**src/hdl/skf_pkg.sv**
```systemverilog
// Package for the scalar Kalman filter: widths, reset values, codes and control types.
`timescale 1ns / 1ps
package skf_pkg;

   localparam int DEFAULT_FRAC_BITS = 16;

   localparam int VALUE_W = 32;   // signed estimate and measurement
   localparam int VAR_W   = 31;   // unsigned variances and noise terms
   localparam int GAIN_W  = 17;   // gain field on the result word
   localparam int CSR_IDX_W = 2;
   localparam int CSR_DATA_W = 32;

   // Register reset values
   localparam logic [VAR_W-1:0]   RST_PROCESS_NOISE    = 31'd65;
   localparam logic [VAR_W-1:0]   RST_MEASURE_NOISE    = 31'd65536;
   localparam logic [VALUE_W-1:0] RST_INITIAL_ESTIMATE = 32'd0;
   localparam logic [VAR_W-1:0]   RST_INITIAL_VARIANCE = 31'd65536;

   typedef enum logic [CSR_IDX_W-1:0] {
      REG_PROCESS_NOISE    = 2'd0,
      REG_MEASURE_NOISE    = 2'd1,
      REG_INITIAL_ESTIMATE = 2'd2,
      REG_INITIAL_VARIANCE = 2'd3
   } csr_reg_type;

   typedef enum logic [2:0] {
      ST_IDLE,
      ST_PRED,
      ST_DIV,
      ST_MUL_EST,
      ST_MUL_VAR,
      ST_FIN,
      ST_DONE
   } skf_state_type;

   // Strobes from the sequencer to the datapath
   typedef struct packed {
      logic load;       // word accepted: capture measurement, apply restart
      logic pred;       // predicted variance and divisor
      logic div_step;   // one quotient bit
      logic div_first;  // first quotient bit, no remainder shift
      logic mul_est;    // multiply difference by gain
      logic mul_var;    // multiply variance by one minus gain, update estimate
      logic fin;        // update variance
      logic out_load;   // load result word
   } skf_ctrl_type;

endpackage

```
**src/hdl/skf_if.sv**
```systemverilog
// Channel interfaces for measurement words and result words.
`timescale 1ns / 1ps
interface skf_req_if;
   logic               valid;
   logic               ready;
   logic signed [31:0] measurement;
   logic               restart;

   modport source (output valid, output measurement, output restart, input ready);
   modport sink   (input valid, input measurement, input restart, output ready);
endinterface

interface skf_rsp_if;
   logic               valid;
   logic               ready;
   logic signed [31:0] estimate;
   logic [30:0]        variance;
   logic [16:0]        gain;

   modport source (output valid, output estimate, output variance, output gain, input ready);
   modport sink   (input valid, input estimate, input variance, input gain, output ready);
endinterface

```
**src/hdl/skf_ctrl.sv**
```systemverilog
// Sequencer: steps one word through prediction, division, multiplies and output.
`timescale 1ns / 1ps
module skf_ctrl
   import skf_pkg::*;
#(
   parameter int FRAC_BITS = DEFAULT_FRAC_BITS
) (
   input  logic         clock,
   input  logic         reset,
   input  logic         req_valid,
   input  logic         out_free,
   output logic         req_ready,
   output skf_ctrl_type ctrl
);

   localparam int CNT_W = $clog2(FRAC_BITS + 1);
   localparam logic [CNT_W-1:0] CNT_LAST = CNT_W'(FRAC_BITS);

   skf_state_type    state_ff, state_in;
   logic [CNT_W-1:0] cnt_ff, cnt_in;

   // Advance state
   always_ff @(posedge clock) begin
      if (reset) begin
         state_ff <= ST_IDLE;
         cnt_ff   <= '0;
      end else begin
         state_ff <= state_in;
         cnt_ff   <= cnt_in;
      end
   end

   // Next state
   always_comb begin
      state_in = state_ff;
      cnt_in   = cnt_ff;
      unique case (state_ff)
         ST_IDLE: begin
            if (req_valid) state_in = ST_PRED;
         end
         ST_PRED: begin
            state_in = ST_DIV;
            cnt_in   = '0;
         end
         ST_DIV: begin
            cnt_in = cnt_ff + 1'b1;
            if (cnt_ff == CNT_LAST) state_in = ST_MUL_EST;
         end
         ST_MUL_EST: state_in = ST_MUL_VAR;
         ST_MUL_VAR: state_in = ST_FIN;
         ST_FIN:     state_in = ST_DONE;
         ST_DONE: begin
            if (out_free) state_in = ST_IDLE;
         end
         default: state_in = ST_IDLE;
      endcase
   end

   // Outputs
   always_comb begin
      req_ready      = (state_ff == ST_IDLE);
      ctrl           = '0;
      ctrl.load      = (state_ff == ST_IDLE) && req_valid;
      ctrl.pred      = (state_ff == ST_PRED);
      ctrl.div_step  = (state_ff == ST_DIV);
      ctrl.div_first = (cnt_ff == '0);
      ctrl.mul_est   = (state_ff == ST_MUL_EST);
      ctrl.mul_var   = (state_ff == ST_MUL_VAR);
      ctrl.fin       = (state_ff == ST_FIN);
      ctrl.out_load  = (state_ff == ST_DONE) && out_free;
   end

endmodule

```
**src/hdl/skf_datapath.sv**
```systemverilog
// Datapath: filter state, restoring divider for the gain and one shared multiplier.
`timescale 1ns / 1ps
module skf_datapath
   import skf_pkg::*;
#(
   parameter int FRAC_BITS = DEFAULT_FRAC_BITS
) (
   input  logic                      clock,
   input  logic                      reset,
   input  skf_ctrl_type              ctrl,
   input  logic signed [VALUE_W-1:0] measurement,
   input  logic                      restart,
   input  logic [VAR_W-1:0]          process_noise,
   input  logic [VAR_W-1:0]          measure_noise,
   input  logic [VALUE_W-1:0]        initial_estimate,
   input  logic [VAR_W-1:0]          initial_variance,
   output logic signed [VALUE_W-1:0] estimate,
   output logic [VAR_W-1:0]          variance,
   output logic [FRAC_BITS:0]        gain
);

   localparam int K_W = FRAC_BITS + 1;      // gain, 0 .. one
   localparam int B_W = FRAC_BITS + 2;      // signed gain operand
   localparam int A_W = VALUE_W + 2;        // signed difference operand
   localparam int P_W = A_W + B_W;          // product
   localparam logic [K_W-1:0] ONE_K = {1'b1, {FRAC_BITS{1'b0}}};

   logic signed [VALUE_W-1:0] z_ff;
   logic signed [VALUE_W-1:0] est_ff;
   logic [VAR_W-1:0]          var_ff;
   logic [VAR_W-1:0]          p_ff;
   logic [VALUE_W-1:0]        den_ff;
   logic [VALUE_W:0]          rem_ff;
   logic [K_W-1:0]            q_ff;
   logic signed [P_W-1:0]     prod_ff;

   logic [VALUE_W-1:0]        p_sum;
   logic [VAR_W-1:0]          p_sat;
   logic [VALUE_W-1:0]        den_in;
   logic [VALUE_W:0]          trial;
   logic [VALUE_W+1:0]        sub;
   logic                      fits;
   logic [K_W-1:0]            k;
   logic signed [A_W-1:0]     mul_a;
   logic signed [B_W-1:0]     mul_b;
   logic signed [P_W-1:0]     prod_in;
   logic signed [P_W-1:0]     prod_shr;
   logic signed [A_W-1:0]     est_sum;

   // Predicted variance, saturated, and the gain divisor
   assign p_sum  = {1'b0, var_ff} + {1'b0, process_noise};
   assign p_sat  = p_sum[VALUE_W-1] ? {VAR_W{1'b1}} : p_sum[VAR_W-1:0];
   assign den_in = {1'b0, p_sat} + {1'b0, measure_noise};

   // One restoring division step: shift, trial subtract, keep or restore
   assign trial = ctrl.div_first ? rem_ff : {rem_ff[VALUE_W-1:0], 1'b0};
   assign sub   = {1'b0, trial} - {2'b00, den_ff};
   assign fits  = !sub[VALUE_W+1];

   // Zero divisor gives zero gain
   assign k = (den_ff == '0) ? '0 : q_ff;

   // Shared multiplier: difference times gain, then variance times one minus gain
   always_comb begin
      if (ctrl.mul_est) begin
         mul_a = A_W'(z_ff) - A_W'(est_ff);
         mul_b = {1'b0, k};
      end else begin
         mul_a = {3'b000, p_ff};
         mul_b = {1'b0, ONE_K - k};
      end
   end

   assign prod_in  = P_W'(mul_a) * P_W'(mul_b);
   assign prod_shr = prod_ff >>> FRAC_BITS;
   assign est_sum  = A_W'(est_ff) + prod_shr[A_W-1:0];

   // Filter state
   always_ff @(posedge clock) begin
      if (reset) begin
         est_ff <= RST_INITIAL_ESTIMATE;
         var_ff <= RST_INITIAL_VARIANCE;
      end else if (ctrl.load && restart) begin
         est_ff <= initial_estimate;
         var_ff <= initial_variance;
      end else if (ctrl.mul_var) begin
         est_ff <= est_sum[VALUE_W-1:0];
      end else if (ctrl.fin) begin
         var_ff <= prod_shr[VAR_W-1:0];
      end
   end

   // Working registers
   always_ff @(posedge clock) begin
      if (ctrl.load) z_ff <= measurement;
      if (ctrl.pred) begin
         p_ff   <= p_sat;
         den_ff <= den_in;
         rem_ff <= {2'b00, p_sat};
         q_ff   <= '0;
      end
      if (ctrl.div_step) begin
         rem_ff <= fits ? sub[VALUE_W:0] : trial;
         q_ff   <= {q_ff[K_W-2:0], fits};
      end
      if (ctrl.mul_est || ctrl.mul_var) prod_ff <= prod_in;
   end

   assign estimate = est_ff;
   assign variance = var_ff;
   assign gain     = k;

endmodule

```
**src/hdl/scalar_kalman_filter_top.sv**
```systemverilog
// Top level of the scalar Kalman filter: channels, control registers, result register.
//
//   channel   dir   handshake          word
//   req_ch    in    valid / ready      measurement, restart
//   rsp_ch    out   valid / ready      estimate, variance, gain
//   csr_*     in    csr_write_enable   csr_index, csr_write_data
//
// A word passes through prediction, the gain divider (one quotient bit per
// cycle), both multiplies and the variance update to the result register.
// The next word is accepted once that result is loaded. Reset is synchronous
// and needs no clearing pass; control registers, filter state and the result
// valid flag take their defaults at once. A stalled result holds in the output
// register; the next word is taken while it waits; only its result waits.
`timescale 1ns / 1ps
module scalar_kalman_filter_top
   import skf_pkg::*;
#(
   parameter int FRAC_BITS = DEFAULT_FRAC_BITS
) (
   input  logic                  clock,
   input  logic                  reset,
   skf_req_if.sink               req_ch,
   skf_rsp_if.source             rsp_ch,
   input  logic                  csr_write_enable,
   input  logic [CSR_IDX_W-1:0]  csr_index,
   input  logic [CSR_DATA_W-1:0] csr_write_data
);

   localparam int K_W = FRAC_BITS + 1;
   localparam int KX_W = (K_W > GAIN_W) ? K_W : GAIN_W;

   logic [VAR_W-1:0]   process_noise_ff;
   logic [VAR_W-1:0]   measure_noise_ff;
   logic [VALUE_W-1:0] initial_estimate_ff;
   logic [VAR_W-1:0]   initial_variance_ff;

   logic                      rsp_valid_ff;
   logic signed [VALUE_W-1:0] rsp_estimate_ff;
   logic [VAR_W-1:0]          rsp_variance_ff;
   logic [GAIN_W-1:0]         rsp_gain_ff;

   skf_ctrl_type              ctrl;
   logic                      out_free;
   logic signed [VALUE_W-1:0] estimate;
   logic [VAR_W-1:0]          variance;
   logic [K_W-1:0]            gain;
   logic [KX_W-1:0]           gain_ext;

   // Control registers
   always_ff @(posedge clock) begin
      if (reset) begin
         process_noise_ff    <= RST_PROCESS_NOISE;
         measure_noise_ff    <= RST_MEASURE_NOISE;
         initial_estimate_ff <= RST_INITIAL_ESTIMATE;
         initial_variance_ff <= RST_INITIAL_VARIANCE;
      end else if (csr_write_enable) begin
         unique case (csr_index)
            REG_PROCESS_NOISE:    process_noise_ff    <= csr_write_data[VAR_W-1:0];
            REG_MEASURE_NOISE:    measure_noise_ff    <= csr_write_data[VAR_W-1:0];
            REG_INITIAL_ESTIMATE: initial_estimate_ff <= csr_write_data;
            REG_INITIAL_VARIANCE: initial_variance_ff <= csr_write_data[VAR_W-1:0];
            default: ;
         endcase
      end
   end

   assign out_free = !rsp_valid_ff || rsp_ch.ready;

   skf_ctrl #(.FRAC_BITS(FRAC_BITS)) u_ctrl (
      .clock     (clock),
      .reset     (reset),
      .req_valid (req_ch.valid),
      .out_free  (out_free),
      .req_ready (req_ch.ready),
      .ctrl      (ctrl)
   );

   skf_datapath #(.FRAC_BITS(FRAC_BITS)) u_datapath (
      .clock            (clock),
      .reset            (reset),
      .ctrl             (ctrl),
      .measurement      (req_ch.measurement),
      .restart          (req_ch.restart),
      .process_noise    (process_noise_ff),
      .measure_noise    (measure_noise_ff),
      .initial_estimate (initial_estimate_ff),
      .initial_variance (initial_variance_ff),
      .estimate         (estimate),
      .variance         (variance),
      .gain             (gain)
   );

   // Fit the gain to the result field
   assign gain_ext = KX_W'(gain);

   // Result register: load a finished word, drop it once taken
   always_ff @(posedge clock) begin
      if (reset) begin
         rsp_valid_ff <= 1'b0;
      end else if (ctrl.out_load) begin
         rsp_valid_ff <= 1'b1;
      end else if (rsp_ch.ready) begin
         rsp_valid_ff <= 1'b0;
      end
   end

   always_ff @(posedge clock) begin
      if (ctrl.out_load) begin
         rsp_estimate_ff <= estimate;
         rsp_variance_ff <= variance;
         rsp_gain_ff     <= gain_ext[GAIN_W-1:0];
      end
   end

   assign rsp_ch.valid    = rsp_valid_ff;
   assign rsp_ch.estimate = rsp_estimate_ff;
   assign rsp_ch.variance = rsp_variance_ff;
   assign rsp_ch.gain     = rsp_gain_ff;

endmodule

```
**src/flat_wrapper.sv**
```systemverilog
// flat-port wrapper written by rule: the top's interface ports become plain ports
module scalar_kalman_filter_top_flat import skf_pkg::*;
#(
   parameter int FRAC_BITS = DEFAULT_FRAC_BITS
)
  (clock, reset, csr_write_enable, csr_index, csr_write_data, req_ch_valid, req_ch_measurement, req_ch_restart, req_ch_ready, rsp_ch_valid, rsp_ch_estimate, rsp_ch_variance, rsp_ch_gain, rsp_ch_ready);
  skf_req_if req_ch_i ();
  skf_rsp_if rsp_ch_i ();
  input  logic clock;
  input  logic reset;
  input  logic csr_write_enable;
  input  logic [CSR_IDX_W-1:0] csr_index;
  input  logic [CSR_DATA_W-1:0] csr_write_data;
  input wire logic [$bits(req_ch_i.valid)-1:0] req_ch_valid;
  input wire logic [$bits(req_ch_i.measurement)-1:0] req_ch_measurement;
  input wire logic [$bits(req_ch_i.restart)-1:0] req_ch_restart;
  output wire logic [$bits(req_ch_i.ready)-1:0] req_ch_ready;
  output wire logic [$bits(rsp_ch_i.valid)-1:0] rsp_ch_valid;
  output wire logic [$bits(rsp_ch_i.estimate)-1:0] rsp_ch_estimate;
  output wire logic [$bits(rsp_ch_i.variance)-1:0] rsp_ch_variance;
  output wire logic [$bits(rsp_ch_i.gain)-1:0] rsp_ch_gain;
  input wire logic [$bits(rsp_ch_i.ready)-1:0] rsp_ch_ready;
  assign req_ch_i.valid = req_ch_valid;
  assign req_ch_i.measurement = req_ch_measurement;
  assign req_ch_i.restart = req_ch_restart;
  assign req_ch_ready = req_ch_i.ready;
  assign rsp_ch_valid = rsp_ch_i.valid;
  assign rsp_ch_estimate = rsp_ch_i.estimate;
  assign rsp_ch_variance = rsp_ch_i.variance;
  assign rsp_ch_gain = rsp_ch_i.gain;
  assign rsp_ch_i.ready = rsp_ch_ready;
  scalar_kalman_filter_top #(.FRAC_BITS(FRAC_BITS)) u_core (.clock(clock), .reset(reset), .req_ch(req_ch_i), .rsp_ch(rsp_ch_i), .csr_write_enable(csr_write_enable), .csr_index(csr_index), .csr_write_data(csr_write_data));
endmodule
```
**config.mk**
```make
export PLATFORM = sky130hd
export DESIGN_NAME = scalar_kalman_filter_top_flat
export DESIGN_NICKNAME = d
export VERILOG_FILES = /design/src/hdl/skf_pkg.sv /design/src/hdl/skf_if.sv /design/src/hdl/skf_ctrl.sv /design/src/hdl/skf_datapath.sv /design/src/hdl/scalar_kalman_filter_top.sv /design/src/flat_wrapper.sv
export SDC_FILE = /design/constraint.sdc
export NUM_CORES = 2
export LEC_CHECK = 0
export BUFFER_PORTS_ARGS = -buffer_cell sky130_fd_sc_hd__buf_4
export CAP_MARGIN = 10
export CORE_MARGIN = 2
export CORE_UTILIZATION = 35
export CTS_BUF_LIST = sky130_fd_sc_hd__clkbuf_16
export DETAILED_ROUTE_END_ITERATION = 7
export PLACE_DENSITY = 0.57
export SYNTH_ARGS = -nofsm -noshare
export SYNTH_HDL_FRONTEND = slang
export SYNTH_SLANG_ARGS = --single-unit
```
**constraint.sdc**
```tcl
create_clock -name clock -period 17.45 [get_ports clock]
set_clock_uncertainty 0.2 [all_clocks]
set_input_delay 3.49 -clock clock [delete_from_list [all_inputs] [get_ports clock]]
set_output_delay 3.49 -clock clock [all_outputs]
set_load 0.01 [all_outputs]
```
=== Word-level counts from Yosys, hierarchy flattened ===
Cells that the tools add are included.

* Bits in registers: 470
* Bits of input ports: 72

* Muxes and demuxes: 22
* Equality and inequality tests: 14
* Add/subtract/negate cells: 7
* Reduce and logical (&&, ||, !) cells: 21
* Multipliers: 1

{| class="wikitable"
|+ Operators with widths
! kind !! count
|-
| 33-bit two-way mux || 4
|-
| 31-bit two-way mux || 4
|-
| 17-bit two-way mux || 4
|-
| 31-bit by 31-bit adder with 32-bit output || 2
|-
| 32-bit two-way mux || 2
|-
| 34-bit by 18-bit multiplier with 48-bit output || 1
|-
| 34-bit two-way mux || 1
|-
| 33-bit by 32-bit subtractor with 34-bit output || 1
|-
| 32-bit by 32-bit subtractor with 33-bit output || 1
|-
| 32-bit adder || 1
|-
| 32-bit logical NOT || 1
|-
| 3-bit one-hot mux with 7 select lines || 1
|-
| 17-bit subtractor (first input constant) || 1
|-
| 5-bit one-hot mux with 2 select lines || 1
|-
| 2-bit AND reduction || 5
|-
| 3-bit equality test (second input constant) || 3
|-
| 3-bit two-way mux || 3
|-
| 2-bit nonzero test || 4
|-
| 3-bit by 2-bit equality test with 1-bit output (second input constant) || 2
|-
| 2-bit != test (second input constant) || 3
|-
| 5-bit by 1-bit adder with 5-bit output (second input constant) || 1
|-
| 5-bit equality test (second input constant) || 1
|-
| 5-bit logical NOT || 1
|-
| 2-bit equality test (second input constant) || 2
|-
| other kinds (10) || 15
|}

=== Depth between registers and ports, before layout ===
* Depth in word-level cells: 5
* Depth in mapped cells: 38
* Gate-level depth less buffers: 38

=== Cells and area by module ===
A second synthesis with hierarchy kept.

* Cell total of the unflattened synthesis: 4596
* Area, all modules: 43623.1 µm²

{| class="wikitable"
|+ By module, submodules not included
! module !! times used !! area an instance (µm²) !! cells an instance !! seq. area each (µm²)
|-
| skf_datapath || 1 || 35779.3 || 4003 || 6576.3
|-
| scalar_kalman_filter_top || 1 || 7380.8 || 533 || 4924.7
|-
| skf_ctrl || 1 || 462.9 || 60 || 160.2
|}

=== Worst setup path before layout ===
OpenSTA, ideal clock, no wires.

* Path type: flip-flop to flip-flop
* From: reg u_core.u_datapath.z_ff[0]
* To: reg u_core.u_datapath.prod_ff[47], data pin
* Stages on the path, launching flop included: 38
* Path slack: 8743 ps
* Arrival time: 8247 ps
* Path through: edfxtp_1 -> inv_1 -> ha_1 -> inv_1 -> fa_1 -> nand2_1 -> a21oi_1 -> o31ai_2 -> o21ai_2 -> a41o_1 -> or4_4 -> a31o_2 -> xor2_1 -> nand2_1 -> nand2_1 -> clkbuf_1 -> nand2_1 -> fa_1 -> [2 not listed] -> inv_1 -> fa_1 -> fa_1 -> inv_1 -> fa_1 -> inv_1 -> ha_1 -> nand3_1 -> nor2_1 -> nand3_1 -> inv_1 -> a221oi_1 -> a2bb2oi_1 -> a31oi_1 -> a31oi_1 -> xnor2_1 -> xnor2_1 -> xnor2_1

* Cells in the longest elaborated chain, start to end: 3

{| class="wikitable"
|+ Ends and longest elaborated chain
! what !! line !! text
|-
| from (decl) || skf_datapath.sv:28 || <nowiki>logic signed [VALUE_W-1:0] z_ff;</nowiki>
|-
| from (signal assigned) || skf_datapath.sv:95 || <nowiki>if (ctrl.load) z_ff <= measurement;</nowiki>
|-
| 32-bit by 32-bit subtractor with 33-bit output || skf_datapath.sv:66 || <nowiki>mul_a = A_W'(z_ff) - A_W'(est_ff);</nowiki>
|-
| 34-bit two-way mux || skf_datapath.sv:65 || <nowiki>if (ctrl.mul_est) begin</nowiki>
|-
| 34-bit by 18-bit multiplier with 48-bit output || skf_datapath.sv:74 || <nowiki>assign prod_in = P_W'(mul_a) * P_W'(mul_b);</nowiki>
|-
| named net u_core.u_datapath.prod_in[47] || skf_datapath.sv:46 || <nowiki>logic signed [P_W-1:0] prod_in;</nowiki>
|-
| to (signal assigned) || skf_datapath.sv:106 || <nowiki>if (ctrl.mul_est || ctrl.mul_var) prod_ff <= prod_in;</nowiki>
|-
| to (decl) || skf_datapath.sv:35 || <nowiki>logic signed [P_W-1:0] prod_ff;</nowiki>
|}

The timed path passes the listed nets, and every way through them passes these cells.
A chain may end at the register's enable or synchronous reset.

=== Worst setup path in the final report ===
* From: reg u_core.u_datapath.est_ff[1] (netlist: u_core.u_datapath.estimate[1])
* To: reg u_core.u_datapath.prod_ff[47], data pin

* Cells in the longest elaborated chain, start to end: 3

{| class="wikitable"
|+ Ends and longest elaborated chain
! what !! line !! text
|-
| from (decl) || skf_datapath.sv:29 || <nowiki>logic signed [VALUE_W-1:0] est_ff;</nowiki>
|-
| from (signal assigned) || skf_datapath.sv:84 || <nowiki>est_ff <= initial_estimate;</nowiki>
|-
| from (signal assigned) || skf_datapath.sv:87 || <nowiki>est_ff <= est_sum[VALUE_W-1:0];</nowiki>
|-
| 32-bit by 32-bit subtractor with 33-bit output || skf_datapath.sv:66 ||
|-
| 34-bit two-way mux || skf_datapath.sv:65 ||
|-
| 34-bit by 18-bit multiplier with 48-bit output || skf_datapath.sv:74 ||
|-
| named net u_core.u_datapath.prod_in[47] || skf_datapath.sv:46 ||
|}

The timed path passes the listed nets, and every way through them passes these cells.

==> impl_metrics.ini <==
[setup_path]
cp_top_family = compound AO/OA/AOI/OAI gates
worstPathMaxFanout = 7
critical_path.max_stage_delay_ns = 0.92
crit_buf_inv = 5
crit_top_cell = fa_1
worstSetupStartpointType = register
arrival_ns = 10.64
crit_slowest_cell = mux2i_1
worst-setup-path-type = register to register
required_ns = 17.63
worstSetupEndpointType = register

[clock_network]
cts.clk_slew.worst_paths_ns = 0.06
cts_buffers = 53
worstSkewPairLatency_ns = 0.65
cts_resized = 0
root_buffer = clkbuf_16
cts_hold_buf = 0
cts_tree = done
cts_sinks = 454
clk_path_buf_depth = 3
cts_max_level = 2
post_cts_buffers = 0

[drt]
drc = 0
viasPerCell = 5.217
vias = 33511
ant_nets = 0
drt-initial-drc-count = 2491
wirelength_mm = 134.7
post_drt_wl_per_cell_um = 20.97
drt-pass1-iter-count = 5

[floorplanning]
rows = 127
ioPinCount = 154
dieArea_sq_um = 124200
die_y_um = 352.4
start_util = 0.3536
core-area_sq_um = 120100
die_w_um = 352.4

[synth]
synth_cells = 4688
ys_warn_count = 0
yosys_most_used_dff = edfxtp_1
syn_nets = 5549
synth_cell_types = 83
synth-seq-cells = 454
synthArstFlopShare = 0
syn_area_sq_um = 42480
synth-edff-count = 257
syn_avg_cell_area_sq_um = 9.061
yosysSeqAreaShare = 0.2745

[finish]
num_antenna_cells = 0
drive_gt1_frac = 0.07961
final_common_cell = nand2_1
syn2layout_area_growth_pct = 11.07
nFillCells = 12152
regArea_sq_um = 11660
multiInputGateArea_sq_um = 27670
mostFrequentLayoutCells = 806 x nand2_1, 713 x inv_1, 519 x fa_1, 429 x nor2_1, 301 x a21oi_1
fin_nets = 5627

[global_routing]
grt_pass1_wl_mm = 207.1
grt_pass1_vias = 33994
antenna_found_initial = 3
grt_max_degree = 75
grt_use_total = 0.2164
overflow = 0

[sta]
fin_setup_tns_ns = 0
setup_violations = 0
period_needed_ns = 10.46
fmax_mhz = 95.64
fin_crit_sh = 0.5992
slew_viol_final = 0
relSlewSlack = 0.1383
tightest_slew_ns = 1.291
rsz0062_at_grt = false
finalHoldViolCount = 0

[job]
drv_cap = 0

[place]
gp_congestion = 0.9443
port_buffers = 153
hpwl_mm = 104.4

[min_path]
hp-class = register to register

[status]
status = completed
stage by stage:
step           setup WS (ns)  std cells  hold WS, ns  utilization  area [sq um]
2_1_floorplan          8.743       4688       0.2342            -         42480
3_3_place_gp           7.091       6320       0.2430       0.3787         45500
3_5_place_dp           7.038       6320       0.2469       0.3787         45500
4_1_cts                6.948       6420       0.2552       0.3926         47160
5_1_grt                6.322       6423       0.2701       0.3927         47180
6_report               6.994       6423       0.2540       0.3927         47180
per-layer routing:
metal  wire length, um  global-route usage  vias to the layer above
met5                 0                   0                        -
met4              3713             0.05974                        0
met3              9244             0.02975                      215
met2             62950              0.3569                     1167
met1             58780              0.2971                    16702
li1                  -                   -                    15427
state kept, by name, summed over array words and instances (netlist names), 5 cells and up:
signal                      count
u_core.initial_variance_ff     31
u_core.u_ctrl.cnt_ff            5
u_core.u_datapath.estimate     32
u_core.u_datapath.variance     31
u_core.u_datapath.den_ff       32
u_core.rsp_ch.estimate         32
u_core.u_datapath.prod_ff      32
u_core.initial_estimate_ff     32
u_core.u_datapath.q_ff         17
u_core.rsp_ch.variance         31
u_core.u_datapath.z_ff         32
u_core.u_datapath.p_ff         31
u_core.rsp_ch.gain             17
u_core.u_datapath.rem_ff       33
u_core.process_noise_ff        31
u_core.measure_noise_ff        31
cell usage after synthesis, types with 9 or more instances:
cell / count / share of area
nand2_1: 809 / 0.071
inv_1: 699 / 0.062
fa_1: 519 / 0.24
nor2_1: 439 / 0.039
a21oi_1: 302 / 0.036
ha_1: 270 / 0.080
edfxtp_1: 257 / 0.18
dfxtp_1: 197 / 0.093
clkbuf_1: 169 / 0.015
xnor2_1: 114 / 0.024
o21ai_0: 90 / 0.011
a21o_1: 82 / 0.014
xor2_1: 63 / 0.013
nand3_1: 50 / 0.0059
nor3_1: 48 / 0.0057
o21a_1: 41 / 0.0072
and2_1: 40 / 0.0059
a311oi_1: 35 / 0.0072
mux2_2: 34 / 0.0090
nor2b_1: 32 / 0.0047
a22oi_1: 29 / 0.0051
nand2b_1: 28 / 0.0041
mux2i_1: 26 / 0.0061
a31oi_1: 25 / 0.0037
o21bai_1: 21 / 0.0037
a211oi_1: 19 / 0.0034
and3_1: 15 / 0.0022
nand4_1: 15 / 0.0022
a221oi_1: 12 / 0.0025
nor4_1: 12 / 0.0018
o22ai_1: 12 / 0.0018
or2_2: 12 / 0.0018
nand3b_1: 11 / 0.0019
or3_1: 11 / 0.0016
o211ai_1: 10 / 0.0018
o31ai_1: 10 / 0.0018
buf_1: 9 / 0.00080
final timing paths:
kind	startpoint	to	slack, ns	depth (start not counted)
worst max-delay path	u_core.u_datapath.estimate[1]$_SDFFE_PP0P_	u_core.u_datapath.prod_ff[47]$_DFFE_PP_	6.99	35
worst min-delay path	u_core.initial_variance_ff[26]$_SDFFE_PP0P_	u_core.initial_variance_ff[26]$_SDFFE_PP0P_	0.25	2
worst max register to register	u_core.u_datapath.estimate[1]$_SDFFE_PP0P_	u_core.u_datapath.prod_ff[47]$_DFFE_PP_	6.99	35
worst min register to register	u_core.initial_variance_ff[26]$_SDFFE_PP0P_	u_core.initial_variance_ff[26]$_SDFFE_PP0P_	0.25	2
area by class of cell:
class | count | share of cell area
Clock buffer | 56 | 0.02970
Clock inverter | 44 | 0.005543
Inverter | 699 | 0.05561
Multi-Input combinational cell | 3353 | 0.5866
Sequential cell | 454 | 0.2472
Tap cell | 1612 | 0.04275
Timing Repair Buffer | 205 | 0.03265
kinds of logic (layout without fill, tap and decap cells):
logic type      count (synthesis)  after routing  synth area share
compound gates                779            779            0.1179
fa+ha+maj                     789            789            0.3241
mux                            62             62           0.01602
buf+inv                       881           1004           0.07797
flops                         454            454            0.2745
simple gates                 1546           1546            0.1530
xor+xnor                      177            177           0.03649
worst min-delay path, stage by stage, from the launching register on:
cell	delay, ns
dfxtp_1	0.31
nand2_1	0.05
a21oi_1	0.05
Power is left out: the tool's default activity adds up to more than one toggle a clock period on the data nets, which glitch-free logic cannot reach.
